==> config.mk <==
export PLATFORM = sky130hd
export DESIGN_NAME = buzzer_melody_sequencer
export DESIGN_NICKNAME = d
export VERILOG_FILES = /design/src/rtl/bms_pkg.sv /design/src/rtl/buzzer_melody_sequencer.sv /design/src/rtl/bms_ram.sv
export SDC_FILE = /design/constraint.sdc
export NUM_CORES = 1
export LEC_CHECK = 0
export BUFFER_PORTS_ARGS = -buffer_cell sky130_fd_sc_hd__buf_2
export CELL_PAD_IN_SITES_DETAIL_PLACEMENT = 1
export CELL_PAD_IN_SITES_GLOBAL_PLACEMENT = 1
export CORE_MARGIN = 2
export CORE_UTILIZATION = 40
export CTS_CLUSTER_DIAMETER = 80
export DETAILED_ROUTE_END_ITERATION = 6
export PLACE_DENSITY_LB_ADDON = 0.12
export SETUP_SLACK_MARGIN = 0.3
export SYNTH_ARGS = -nofsm -noshare
export SYNTH_HDL_FRONTEND = slang
export SYNTH_HIERARCHICAL = 1
export SYNTH_SLANG_ARGS = --single-unit
==> constraint.sdc <==
create_clock -name clk -period 24.5 [get_ports clk]
set_input_delay 1.225 -clock clk [delete_from_list [all_inputs] [get_ports clk]]
set_output_delay 1.225 -clock clk [all_outputs]
set_load 0.02 [all_outputs]
==> src/rtl/bms_pkg.sv <==
// Types, constant tables and small helpers for the buzzer melody sequencer.
// Used by buzzer_melody_sequencer; no dependencies of its own.
package bms_pkg;

	localparam int IDX_W     = 7;
	localparam int ENTRY_W   = 14;
	localparam int ELAPSED_W = 22;
	localparam int PERIOD_W  = 19;
	localparam int COMPARE_W = 18;

	localparam logic [PERIOD_W-1:0]  PERIOD_REST = 19'd499999;
	localparam logic [ELAPSED_W-1:0] ELAPSED_MAX = 22'd4194303;
	localparam logic [15:0]          TICK_US_RST = 16'd5000;

	localparam logic REQ_TICK  = 1'b0;
	localparam logic REQ_WRITE = 1'b1;

	// Beat length per beat index, already in microseconds.
	localparam logic [ELAPSED_W-1:0] BEAT_US [0:6] = '{
		22'd0, 22'd62000, 22'd94000, 22'd125000, 22'd125000, 22'd187000, 22'd250000
	};

	// 500000 / freq - 1 per octave and tone; tone 0 is a rest.
	localparam logic [PERIOD_W-1:0] TONE_PERIOD [0:2][0:7] = '{
		'{19'd499999, 19'd1914, 19'd1705, 19'd1518, 19'd1431, 19'd1277, 19'd1135, 19'd1013},
		'{19'd499999, 19'd955,  19'd850,  19'd757,  19'd715,  19'd637,  19'd567,  19'd505},
		'{19'd499999, 19'd477,  19'd424,  19'd378,  19'd357,  19'd318,  19'd283,  19'd252}
	};

	typedef struct packed {
		logic       req_type;
		logic       enable;
		logic [5:0] first_note;
		logic [6:0] end_note;
		logic [5:0] note_addr;
		logic [6:0] pitch_code;
		logic [6:0] length_code;
	} in_item_t;

	typedef struct packed {
		logic [PERIOD_W-1:0]  timer_period;
		logic [COMPARE_W-1:0] timer_compare;
		logic                 tone_update;
		logic                 playing;
	} out_item_t;

	// Tens digit of a 7-bit value: x * 205 >> 11 is exact below 1029.
	function automatic logic [3:0] div10(input logic [6:0] x);
		logic [14:0] prod;
		prod = {8'd0, x} * 15'd205;
		return prod[14:11];
	endfunction

	// Octave clamped to 2, tones outside 1..7 rest.
	function automatic logic [PERIOD_W-1:0] tone_period(input logic [3:0] octave,
		input logic [3:0] tone);
		logic [1:0] oct;
		oct = (octave > 4'd2) ? 2'd2 : octave[1:0];
		if (tone == 4'd0 || tone > 4'd7) begin
			return PERIOD_REST;
		end
		return TONE_PERIOD[oct][tone[2:0]];
	endfunction

endpackage

==> src/rtl/buzzer_melody_sequencer.sv <==
// Buzzer melody sequencer: note store in a RAM, tick-driven playback control.
// An accepted beat's result is registered into the output register.
// Throughput: one item per cycle while the output is not stalled; the note RAM is read ahead at the next note index.
// Reset clears playback state and restores tick_us to 5000; note entries stay
// undefined until written.
// Depends on bms_pkg and bms_ram.
module buzzer_melody_sequencer
	import bms_pkg::*;
#(
	parameter int NOTE_DEPTH = 64
) (
	input  logic      clk,
	input  logic      arst_n,
	input  logic      in_valid,
	output logic      in_ready,
	input  in_item_t  in_data,
	output logic      out_valid,
	input  logic      out_ready,
	output out_item_t out_data,
	input  logic      cfg_valid,
	output logic      cfg_ready,
	input  logic [15:0] cfg_data
);

	localparam int AW  = (NOTE_DEPTH > 1) ? $clog2(NOTE_DEPTH) : 1;
	localparam int IXW = (AW > IDX_W) ? AW : IDX_W;
	localparam logic [IXW:0] DEPTH_LIM = (IXW+1)'(NOTE_DEPTH);

	logic [15:0]          tick_us_q;
	logic                 run_q, run_d;
	logic [IDX_W-1:0]     note_index_q, note_index_d;
	logic [ELAPSED_W-1:0] elapsed_q, elapsed_d;
	logic                 out_valid_q;
	out_item_t            out_data_q, res;

	logic                 fwd_hit_q;
	logic [ENTRY_W-1:0]   fwd_data_q;
	logic [ENTRY_W-1:0]   rd_data, entry;

	logic                 in_fire;
	logic [IXW-1:0]       wr_addr_ext, idx_ext, idx_next_ext;
	logic                 ram_we;
	logic [AW-1:0]        ram_waddr, ram_raddr;
	logic [ENTRY_W-1:0]   ram_wdata;

	logic [6:0]           pitch, len, reps_full, tone_full;
	logic [3:0]           beat_raw, oct_raw;
	logic [2:0]           beat;
	logic [25:0]          limit_full;
	logic [ELAPSED_W-1:0] limit;
	logic [PERIOD_W-1:0]  note_period;
	logic [ELAPSED_W:0]   elapsed_sum;
	logic [ELAPSED_W-1:0] elapsed_sat;
	logic                 idx_done;

	assign in_fire   = in_valid && in_ready;
	assign in_ready  = !out_valid_q || out_ready;
	assign out_valid = out_valid_q;
	assign out_data  = out_data_q;
	assign cfg_ready = 1'b1;

	// Note write path
	assign wr_addr_ext = IXW'(in_data.note_addr);
	assign ram_we      = in_fire && (in_data.req_type == REQ_WRITE)
		&& ({1'b0, wr_addr_ext} < DEPTH_LIM);
	assign ram_waddr   = wr_addr_ext[AW-1:0];
	assign ram_wdata   = {in_data.length_code, in_data.pitch_code};

	// Read ahead at the index the next beat will see
	assign idx_next_ext = IXW'(note_index_d);
	assign ram_raddr    = idx_next_ext[AW-1:0];

	bms_ram #(
		.WIDTH(ENTRY_W),
		.DEPTH(NOTE_DEPTH)
	) u_note_ram (
		.clk  (clk),
		.we   (ram_we),
		.waddr(ram_waddr),
		.wdata(ram_wdata),
		.raddr(ram_raddr),
		.rdata(rd_data)
	);

	// RAM returns old data on a same-cycle write; take the written entry instead
	assign entry = fwd_hit_q ? fwd_data_q : rd_data;

	// Note decode
	assign pitch      = entry[6:0];
	assign len        = entry[13:7];
	assign beat_raw   = div10(len);
	assign reps_full  = len - 7'(beat_raw) * 7'd10;
	assign beat       = (beat_raw > 4'd6) ? 3'd6 : beat_raw[2:0];
	assign limit_full = BEAT_US[beat] * reps_full[3:0];
	assign limit      = limit_full[ELAPSED_W-1:0];
	assign oct_raw    = div10(pitch);
	assign tone_full  = pitch - 7'(oct_raw) * 7'd10;
	assign note_period = tone_period(oct_raw, tone_full[3:0]);

	assign elapsed_sum = {1'b0, elapsed_q} + (ELAPSED_W+1)'(tick_us_q);
	assign elapsed_sat = elapsed_sum[ELAPSED_W] ? ELAPSED_MAX : elapsed_sum[ELAPSED_W-1:0];

	assign idx_ext  = IXW'(note_index_q);
	assign idx_done = (note_index_q >= in_data.end_note) || ({1'b0, idx_ext} >= DEPTH_LIM);

	always_comb begin
		run_d        = run_q;
		note_index_d = note_index_q;
		elapsed_d    = elapsed_q;
		res          = '0;
		if (in_fire && in_data.req_type == REQ_TICK) begin
			priority if (!run_q) begin
				if (in_data.enable) begin
					run_d        = 1'b1;
					note_index_d = IDX_W'(in_data.first_note);
					elapsed_d    = '0;
				end
			end else if (!in_data.enable || idx_done) begin
				run_d             = 1'b0;
				res.tone_update   = 1'b1;
				res.timer_period  = PERIOD_REST;
				res.timer_compare = PERIOD_REST[PERIOD_W-1:1];
			end else if (elapsed_q > limit) begin
				note_index_d      = note_index_q + 1'b1;
				elapsed_d         = '0;
				res.tone_update   = 1'b1;
				res.timer_period  = note_period;
				res.timer_compare = note_period[PERIOD_W-1:1];
			end else begin
				elapsed_d = elapsed_sat;
			end
		end
		res.playing = run_d;
	end

	always_ff @(posedge clk or negedge arst_n) begin
		if (!arst_n) begin
			tick_us_q    <= TICK_US_RST;
			run_q        <= 1'b0;
			note_index_q <= '0;
			elapsed_q    <= '0;
			out_valid_q  <= 1'b0;
			fwd_hit_q    <= 1'b0;
		end else begin
			if (cfg_valid && cfg_ready) begin
				tick_us_q <= cfg_data;
			end
			run_q        <= run_d;
			note_index_q <= note_index_d;
			elapsed_q    <= elapsed_d;
			fwd_hit_q    <= ram_we && (ram_waddr == ram_raddr);
			if (in_fire) begin
				out_valid_q <= 1'b1;
			end else if (out_ready) begin
				out_valid_q <= 1'b0;
			end
		end
	end

	always_ff @(posedge clk) begin
		fwd_data_q <= ram_wdata;
		if (in_fire) begin
			out_data_q <= res;
		end
	end

	// A note write never disturbs playback state
	a_write_keeps_state: assert property (@(posedge clk) disable iff (!arst_n)
		in_fire && in_data.req_type == REQ_WRITE
		|=> run_q == $past(run_q) && note_index_q == $past(note_index_q)
			&& elapsed_q == $past(elapsed_q))
		else $error("note write changed playback state");

	// Dropping enable while playing silences and stops
	a_stop_silence: assert property (@(posedge clk) disable iff (!arst_n)
		in_fire && in_data.req_type == REQ_TICK && run_q && !in_data.enable
		|=> out_valid && out_data.tone_update && out_data.timer_period == PERIOD_REST
			&& !out_data.playing)
		else $error("enable drop did not silence");

	// Compare is always half the period, zero when nothing is issued
	a_compare_half: assert property (@(posedge clk) disable iff (!arst_n)
		out_valid |-> out_data.timer_compare == out_data.timer_period[PERIOD_W-1:1]
			&& (out_data.tone_update || out_data.timer_period == '0))
		else $error("period/compare mismatch");

	// Playing flag in the result tracks the run state after that beat
	a_playing_tracks: assert property (@(posedge clk) disable iff (!arst_n)
		in_fire |=> out_data.playing == run_q)
		else $error("playing flag out of step with run state");

	// Elapsed time is cleared whenever a tone is issued while playback continues
	a_elapsed_clear: assert property (@(posedge clk) disable iff (!arst_n)
		in_fire && res.tone_update && run_d |=> elapsed_q == '0)
		else $error("elapsed time not cleared on note advance");

endmodule

==> src/rtl/bms_ram.sv <==
// Generic single-port-write, single-port-read RAM with registered read data.
// Read during a write to the same address returns the old contents. No dependencies.
module bms_ram #(
	parameter int WIDTH = 14,
	parameter int DEPTH = 64,
	localparam int AW = (DEPTH > 1) ? $clog2(DEPTH) : 1
) (
	input  logic             clk,
	input  logic             we,
	input  logic [AW-1:0]    waddr,
	input  logic [WIDTH-1:0] wdata,
	input  logic [AW-1:0]    raddr,
	output logic [WIDTH-1:0] rdata
);

	logic [WIDTH-1:0] mem [0:DEPTH-1];

	always_ff @(posedge clk) begin
		if (we) begin
			mem[waddr] <= wdata;
		end
		rdata <= mem[raddr];
	end

endmodule

## Yosys cells after proc, flatten, opt, wreduce, memory -nomap -nowiden

Memory sizes are Yosys's and may differ from the RTL's. A register that Yosys moved wholly into a read port is not among the register bits.
Index checks and enable logic that the tools add are counted.
Widths: inputs -> output; s select.

- Register bits after elaboration: 93
- Bits in writable memories: 896
- Bits in read-only memories: 176
- Output and inout bits: 42
- Memories kept: 2

- $add $sub $neg: 4
- Multipliers: 5
- Magnitude comparators: 10
- Equal/unequal tests: 3
- Multiplexer cells: 34
- Bitwise gates (word level): 7
- Reduce and logical (&&, ||, !) cells: 18

Memories:

| name | words | bits a word | read ports | clocked after memory_dff | write ports | RTL line | text |
|---|---|---|---|---|---|---|---|
| u_note_ram.mem | 64 | 14 | 1 | 1 | 1 | bms_ram.sv:16 | `logic [WIDTH-1:0] mem [0:DEPTH-1];` |
| (name not given) | 8 | 22 | 1 | 0 | 0 | buzzer_melody_sequencer.sv:94 | `assign limit_full = BEAT_US[beat] * reps_full[3:0];` |

Operator list:

| cell | count |
|---|---|
| $bmux 152 s2 | 1 |
| $mux 152 | 2 |
| $mux 22 | 7 |
| $mux 19 | 4 |
| $mux 38 | 2 |
| $bmux 19 s3 | 1 |
| $mul 7x8->15 const B | 2 |
| $mux 7 | 4 |
| $add 22x16->23 | 1 |
| $gt 22x22->1 | 1 |
| $mul 22x4->22 | 1 |
| $mux 14 | 1 |
| $mux 1 | 9 |
| $ge 4x4->1 const B | 2 |
| $gt 4x3->1 const B | 2 |
| $mul 4x3->3 const B | 2 |
| $not 3->4 | 2 |
| $sub 4x4->4 | 2 |
| $add 7x1->7 const B | 1 |
| $ge 7x7->1 | 1 |
| $ge 7x7->1 const B | 1 |
| $lt 6x7->1 const B | 1 |
| $eq 6x6->1 | 1 |
| $mux 6 | 1 |
| 17 further kinds | 29 |

## Depth between registers and ports, before layout

Gate-level depths: netlist of run 1.

- Depth after elaboration: 16
- Gate-level depth with buffers: 55
- Gate-level depth less buffers: 51

## Cells and area by module

The synthesis of run 1 kept the hierarchy.

By module, submodules not included:

| module | instances | cells each | area each (um^2) | seq. area each (um^2) |
|---|---|---|---|---|
| bms_ram | 1 | 1571 | 34878.5 | 27186.1 |
| buzzer_melody_sequencer | 1 | 1047 | 9096.2 | 1908.1 |

## Least setup slack after synthesis of run 1

No wires, ideal clock.

- Path kind: reg2reg
- Start point: reg fwd_hit_q
- End point: reg u_note_ram.rdata[12], read port of u_note_ram.mem
- Setup time: 0.125 ns
- Data arrival time: 12.096 ns
- Setup slack: 12.279 ns
- Cell stages (with the launch flop): 50
- Path through: dfrtp_1 -> buf_4 -> clkbuf_1 -> mux2_2 -> ha_1 -> ha_1 -> fa_1 -> inv_1 -> fa_1 -> inv_1 -> ha_1 -> a31o_2 -> a221oi_1 -> o21ai_0 -> a31oi_1 -> mux2i_1 -> nand2b_1 -> and2_1 -> [14 not listed] -> o41ai_1 -> o2111ai_1 -> a21oi_1 -> xor2_1 -> ha_1 -> and4_1 -> a221oi_1 -> a21oi_1 -> o21ai_0 -> nand2_1 -> a311oi_1 -> buf_2 -> buf_2 -> buf_2 -> mux4_2 -> mux2_2 -> o211ai_1 -> o31ai_1

- Word-level cells in the longest chain between the ends: 14
- Elaborated cells between the ends (all ways): 16

RTL lines:

| item | RTL line | text |
|---|---|---|
| start, declared | buzzer_melody_sequencer.sv:36 | `logic fwd_hit_q;` |
| start signal, assigned | buzzer_melody_sequencer.sv:151 | `fwd_hit_q <= ram_we && (ram_waddr == ram_raddr);` |
| $mux 14 * | buzzer_melody_sequencer.sv:86 | `assign entry = fwd_hit_q ? fwd_data_q : rd_data;` |
| branches (longest 7 deep; another with $mul 7x8->15) | -- |  |
| $mul 22x4->22 * | buzzer_melody_sequencer.sv:94 |  |
| $gt 22x22->1 * | buzzer_melody_sequencer.sv:123 | `end else if (elapsed_q > limit) begin` |
| $mux 7 * | buzzer_melody_sequencer.sv:123 |  |
| $mux 7 * | buzzer_melody_sequencer.sv:118 | `end else if (!in_data.enable \|\| idx_done) begin` |
| $mux 7 * | buzzer_melody_sequencer.sv:112 | `priority if (!run_q) begin` |
| $mux 6 * | buzzer_melody_sequencer.sv:111 | `if (in_fire && in_data.req_type == REQ_TICK) begin` |
| named net idx_next_ext[1] | buzzer_melody_sequencer.sv:41 | `logic [IXW-1:0] wr_addr_ext, idx_ext, idx_next_ext;` |
| end, declared | bms_ram.sv:13 | `output logic [WIDTH-1:0] rdata` |

Mark *: on every way through the listed nets, which the timed path passes. The select of a mux whose other input is x is not followed.
A chain may end at the register's enable or synchronous reset.

## Worst setup path in the final report of run 1

- Start point: reg fwd_hit_q
- End point: reg u_note_ram.rdata[3], read port of u_note_ram.mem

Same word-level chain as after synthesis.

==> impl_metrics.ini, run 1 <==
[timing]
rsz0062_at_grt = false
fin_skew_ns = 0.02644
drv_slew = 0
fmax_mhz = 64.78
fin_crit_sh_pct = 63.01
final.setup.tns_ns = 0
setup_viol = 0
relSlewSlack_pct = 9.101
hold_ws_ns = 0.5207
finalCriticalPeriod_ns = 15.44
tightest_slew_ns = 1.362
final_hold_viol_count = 0
setup_ws_ns = 9.062

[placement]
dp_hpwl_um = 74320
post-place-ws_ns = 8.911
port_buffers = 90
gp_congestion = 0.8153

[detailed_routing]
wirelength_met1_um = 51970
drtIter0Drc = 1897
ant_nets = 0
wirelength_um = 119600
via_count = 24360
routedWlPerCell_um = 28.31
drtPass1Iterations = 5
dr_wl_met2_um = 60510
drc = 0
viasPerCell = 5.766
wl_met3_um = 5065
routed.top_layer = met5

[floorplanning]
dieArea_um2 = 112600
io_pins = 98
fp.dieW_um = 335.6
die_h_um = 335.6
rows = 121
initial_core_util_pct = 40.34
fp.coreArea_um2 = 109000

[logic_synthesis]
ys_types = 81
yosysMostFrequentCell = edfxtp_1
synth_top_flop_cell = edfxtp_1
yosysWarnings = 6
yosys_register_bits = 986
synth.cell_area_um2 = 43970
synthArstFlopShare_pct = 4.868
yosys.area.top_type = edfxtp_1
synth_area_leaders = edfxtp_1 (62%), mux4_2 (11%), ha_1 (4.2%)
synthDominantCellAreaShare_pct = 62.14
synth_edf_count = 910
synth.yosys.seq_area_share_pct = 66.16
synth.avg_cell_area_um2 = 16.80
synthCells = 2618
synthTopCellsByCount = edfxtp_1 (910), mux4_2 (224), nor2_1 (163), ha_1 (146), inv_1 (122)

[global_route]
overflow = 0
antenna_found_initial = 3
grt_pass1_wl_um = 176700
grt_usage_pct = 21.43
grt_max_degree = 122
grt_pass1_vias = 25570

[worst_hold_path]
holdPathStages = 1
hold_path_end = tick_us_q[6]$_DFFE_PN0P_
worstHoldStart = tick_us_q[6]$_DFFE_PN0P_
hp-class = reg2reg

[run_status]
status = complete, no violations

[clocking]
path_clk_slew_ns = 0.06
cts_resized = 0
clockBufferDepth = 3
cts_setup_buffers = 0
root_buffer = clkbuf_16
cts_tree = done
cts_buffers = 103
clk_latency_ns = 0.68
clock_sinks = 986
hold_buffers = 0
htreeDepth = 3

[worst_setup_path]
rr_worst_depth = 48
cp-start-kind = register
reg2reg_from = fwd_hit_q$_DFF_PN0_
slowest_stage = xnor2_1
endpoint_kind = register
r2r_end = u_note_ram/rdata[3]$_DFF_P_
crit_arrival_ns = 15.96
path_class = reg2reg
required_ns = 25.02
r2r_setup_slack_ns = 9.06
cp_max_fo = 98
max_stage_delay_ns = 0.83
crit_top_cell = fa_1

[job]
drv_cap = 0

[finish]
area_growth_pct = 12.06
drive_gt1_share_pct = 22.60
final_nets = 2973
-- per-layer routing --
layer / vias to the layer above / global-route usage (%)
li1: 10470 / -
met1: 13220 / 29.49
met4: 2 / 4.952
met3: 122 / 2.529
met5: - / 0
met2: 550 / 36.47
-- worst max-delay path by stage --
stage | slack, ns | to | depth (start not counted) | from
floorplan | 12.28 | u_note_ram/rdata[12]$_DFF_P_ | 49 | fwd_hit_q$_DFF_PN0_
global placement | 9.19 | u_note_ram/rdata[2]$_DFF_P_ | 48 | fwd_hit_q$_DFF_PN0_
detailed placement | 8.91 | u_note_ram/rdata[3]$_DFF_P_ | 49 | fwd_hit_q$_DFF_PN0_
CTS | 8.85 | u_note_ram/rdata[3]$_DFF_P_ | 48 | fwd_hit_q$_DFF_PN0_
global route | 7.78 | u_note_ram/rdata[3]$_DFF_P_ | 50 | fwd_hit_q$_DFF_PN0_
finish | 9.06 | u_note_ram/rdata[3]$_DFF_P_ | 48 | fwd_hit_q$_DFF_PN0_
-- per-stage QoR --
stage / utilization [%] / instances / instance area (µm²)
global placement: 42.20 / 4035 / 46000
global route: 45.20 / 4224 / 49270
detailed placement: 42.20 / 4035 / 46000
floorplan: - / 2623 / 43990
finish: 45.21 / 4225 / 49280
CTS: 45.20 / 4224 / 49270
-- cell usage in the layout (no fill, tap or decap), types with 24 or more instances in the layout --
master     synthesis  final
mux2_2            41     41
inv_1            122    122
nor2_2             1     48
buf_2             29     90
nor2b_1           24     24
nand3_1           40     40
nand2b_1          43     43
nor3_1            35     32
ha_1             146    146
mux4_2           224    224
a31oi_1           28     28
nand2_1          114    113
dfrtp_1           43     43
a21oi_1           67     65
a211oi_1          25     25
clkbuf_16          0    104
o21ai_0           61     60
edfxtp_1         910    910
nor2_1           163    116
fa_1              45     45
buf_4             42     52
mux2i_1           36     35
dfxtp_1           28     28
clkbuf_1          56     34
-- area by class of cell --
cell class                 count  area [µm²]
fill                       10450       59730
antenna                        1       2.502
sequential                   986       29090
clock inverter                46       475.5
tap                         1414        1769
multi-input combinational   1366       13770
clock buffer                 143        2799
inverter                     124       465.4
timing repair buffer         145       900.9
-- cells by family after synthesis --
| kind of cell | after synthesis | synth area share (%) |
|---|---|---|
| flip-flops | 986 | 66.16 |
| AND/OR/NAND/NOR | 483 | 5.227 |
| multiplexers | 301 | 13.34 |
| AO/OA/AOI/OAI | 340 | 5.144 |
| buffers and inverters | 271 | 2.996 |
| adder cells (fa/ha/maj) | 191 | 6.203 |
| XOR/XNOR | 44 | 0.9105 |
| other | 2 | 0.01708 |
-- worst max-delay path: cells and delay by family (launching register included) --
family                     cells  cell delay [ns]
AOI/OAI and AO/OA             18             4.64
adders and majority gates     10             3.95
buffers and inverters          8             2.64
xor gates and xnor gates       4             1.50
muxes                          3             1.19
and+or+nand+nor                5             0.78
DFF                            1             0.32
-- sequential cells by signal (all words and copies together), names as in the netlist --
| signal | count |
|---|---|
| fwd_data_q | 14 |
| tick_us_q | 16 |
| out_data | 14 |
| u_note_ram/mem | 896 |
| idx_ext | 7 |
| elapsed_q | 22 |
| out_valid | 1 |
| run_q | 1 |
| u_note_ram/rdata | 14 |
| fwd_hit_q | 1 |
Power of run 1 is not shown: default switching activity piles up to over one toggle a cycle in this logic, so the estimate is an artifact.
==> inputs of run 2 (changes only) <==
clock period = 16.1 ns   (was 24.5 ns; I/O delays follow)
==> run 2 against run 1 <==
  * First-iteration DRC count is 2.0% higher
  * Clock skew increased by 0.033 ns
  * Via count rose by 0.33%
  * Hold slack got worse by 0.27 ns
  * Global-route usage rose by 0.14 points
  * Fmax grew 4.4%
  * Sequential share of layout area decreased by 0.39 points
  * Non-clock buffer count rose by 17
  * Die area unchanged
  * Clock-buffer cell count fell by 2
  * Critical path type unchanged
  * Largest cell class unchanged
==> impl_metrics.ini, run 2 (synthesized netlist as in run 1, its figures left out) <==
[detailed_routing]
wirelength_um = 120000
ant_nets = 0
via_count = 24440
drtPass1Iterations = 5
routedWlPerCell_um = 28.24
drc = 0
viasPerCell = 5.754
drtIter0Drc = 1934

[placement]
gp_congestion = 0.7871
dp_hpwl_um = 77170
dp.cells = 4047
port_buffers = 90

[run_status]
status = complete, no violations

[timing]
relSlewSlack_pct = 20.76
final_hold_viol_count = 0
finalCriticalPeriod_ns = 14.78
fmax_mhz = 67.64
drv_slew = 0
fin_skew_ns = 0.05957
tightest_slew_ns = 1.184
hold_ws_ns = 0.2548
setup_viol = 0
rsz0062_at_grt = false
final.setup.tns_ns = 0
fin_crit_sh_pct = 91.83

[worst_setup_path]
max_stage_delay_ns = 0.83
rr_worst_depth = 46
r2r_end = u_note_ram/rdata[1]$_DFF_P_
endpoint_kind = register
crit_arrival_ns = 15.33
cp-start-kind = register
cp_max_fo = 48
r2r_setup_slack_ns = 1.32
reg2reg_from = fwd_hit_q$_DFF_PN0_
required_ns = 16.65
slowest_stage = dfrtp_1
path_class = reg2reg

[finish]
top_register = u_note_ram/mem
top_regs = u_note_ram/mem (896), elapsed_q (22), tick_us_q (16)
seq_area_um2 = 29090
fillerInstances = 10490
layout.cells.non_filler = 4248
final_nets = 2992
final_cell_mix = edfxtp_1 (910), mux4_2 (224), ha_1 (146), inv_1 (122), nor2_1 (121)
largest_reg_flops = 896
multi_input_area_um2 = 13780
drive_gt1_share_pct = 23.23
mostFrequentLayoutCell = edfxtp_1
area_growth_pct = 12.79

[floorplanning]
initial_core_util_pct = 40.34
io_pins = 98
die_h_um = 335.6
fp.coreArea_um2 = 109000
rows = 121
dieArea_um2 = 112600
fp.dieW_um = 335.6

[worst_hold_path]
hp-class = in2async

[clocking]
path_clk_slew_ns = 0.06
root_buffer = clkbuf_16
htreeDepth = 3
clock_sinks = 986
cts_tree = done
cts_buffers = 105
clockBufferDepth = 3
clk_latency_ns = 0.70

[global_route]
grt_max_degree = 82
grt_pass1_vias = 25940
grt_usage_pct = 21.57
overflow = 0
grt_pass1_wl_um = 178400
antenna_found_initial = 1

[job]
drv_cap = 0
[run 2: changes by cell type in the layout (fill, tap and decap cells not counted), moves of 4 or more]
cell	previous run	this run
buf_4	52	64
clkinv_2	11	17
buf_12	3	8
nor2_1	116	121
nor2_2	48	43
clkbuf_1	34	30
[run 2: worst max-delay path by stage]
stage / slack (ns) / startpoint / cells past startpoint / end
detailed placement: 0.76 / fwd_hit_q$_DFF_PN0_ / 47 / u_note_ram/rdata[1]$_DFF_P_
finish: 1.32 / fwd_hit_q$_DFF_PN0_ / 46 / u_note_ram/rdata[1]$_DFF_P_
global route: 0.51 / fwd_hit_q$_DFF_PN0_ / 49 / u_note_ram/rdata[1]$_DFF_P_
global placement: 1.20 / fwd_hit_q$_DFF_PN0_ / 49 / u_note_ram/rdata[1]$_DFF_P_
CTS: 0.78 / fwd_hit_q$_DFF_PN0_ / 48 / u_note_ram/rdata[1]$_DFF_P_
floorplan: 3.88 / fwd_hit_q$_DFF_PN0_ / 49 / u_note_ram/rdata[12]$_DFF_P_
[run 2: through the flow]
| step | cell area [µm²] | setup WS [ns] | utilization [%] |
|---|---|---|---|
| floorplan | 43990 | 3.879 | - |
| global placement | 46150 | 1.197 | 42.34 |
| detailed placement | 46150 | 0.7551 | 42.34 |
| CTS | 49550 | 0.7812 | 45.46 |
| global route | 49600 | 0.5070 | 45.50 |
| finish | 49600 | 1.315 | 45.50 |
[run 2: cell type report]
| type | count | area share (%) |
|---|---|---|
| tap | 1414 | 3.567 |
| antenna | 2 | 0.01009 |
| multi-input combinational | 1366 | 27.78 |
| clock inverter | 53 | 1.135 |
| clock buffer | 141 | 5.714 |
| inverter | 124 | 0.9384 |
| timing repair buffer | 162 | 2.200 |
| sequential | 986 | 58.66 |
[run 2: what timing repair did]
item / 4_1_cts / 5_1_grt
setup buffers: 0 / 5
endpoints found under the setup margin: 0 / 6
hold buffers: 0 / 0
gates resized for setup: 0 / 4
[run 2: worst max-delay path: cells and delay by family, from the launching register on]
kind,cells,cell delay (ns)
XOR/XNOR,1,0.11
AND/OR/NAND/NOR,6,0.95
AO/OA/AOI/OAI,21,6.68
multiplexers,3,1.37
adder cells (fa/ha/maj),10,3.84
buffers and inverters,5,0.81
flip-flops,1,0.83
[run 2: routing by layer]
metal  routed length [µm]  part of all wire (%)  GRT usage, %  vias up
li1                     -                     -             -    10520
met1                52060                    43         29.41    13200
met2                60290                    50         36.73      570
met3                 4902                   4.1         2.743      157
met4                 2728                   2.3         5.295        0
met5                    0                     0             0        -
Power of run 2 is left out for the same reason.
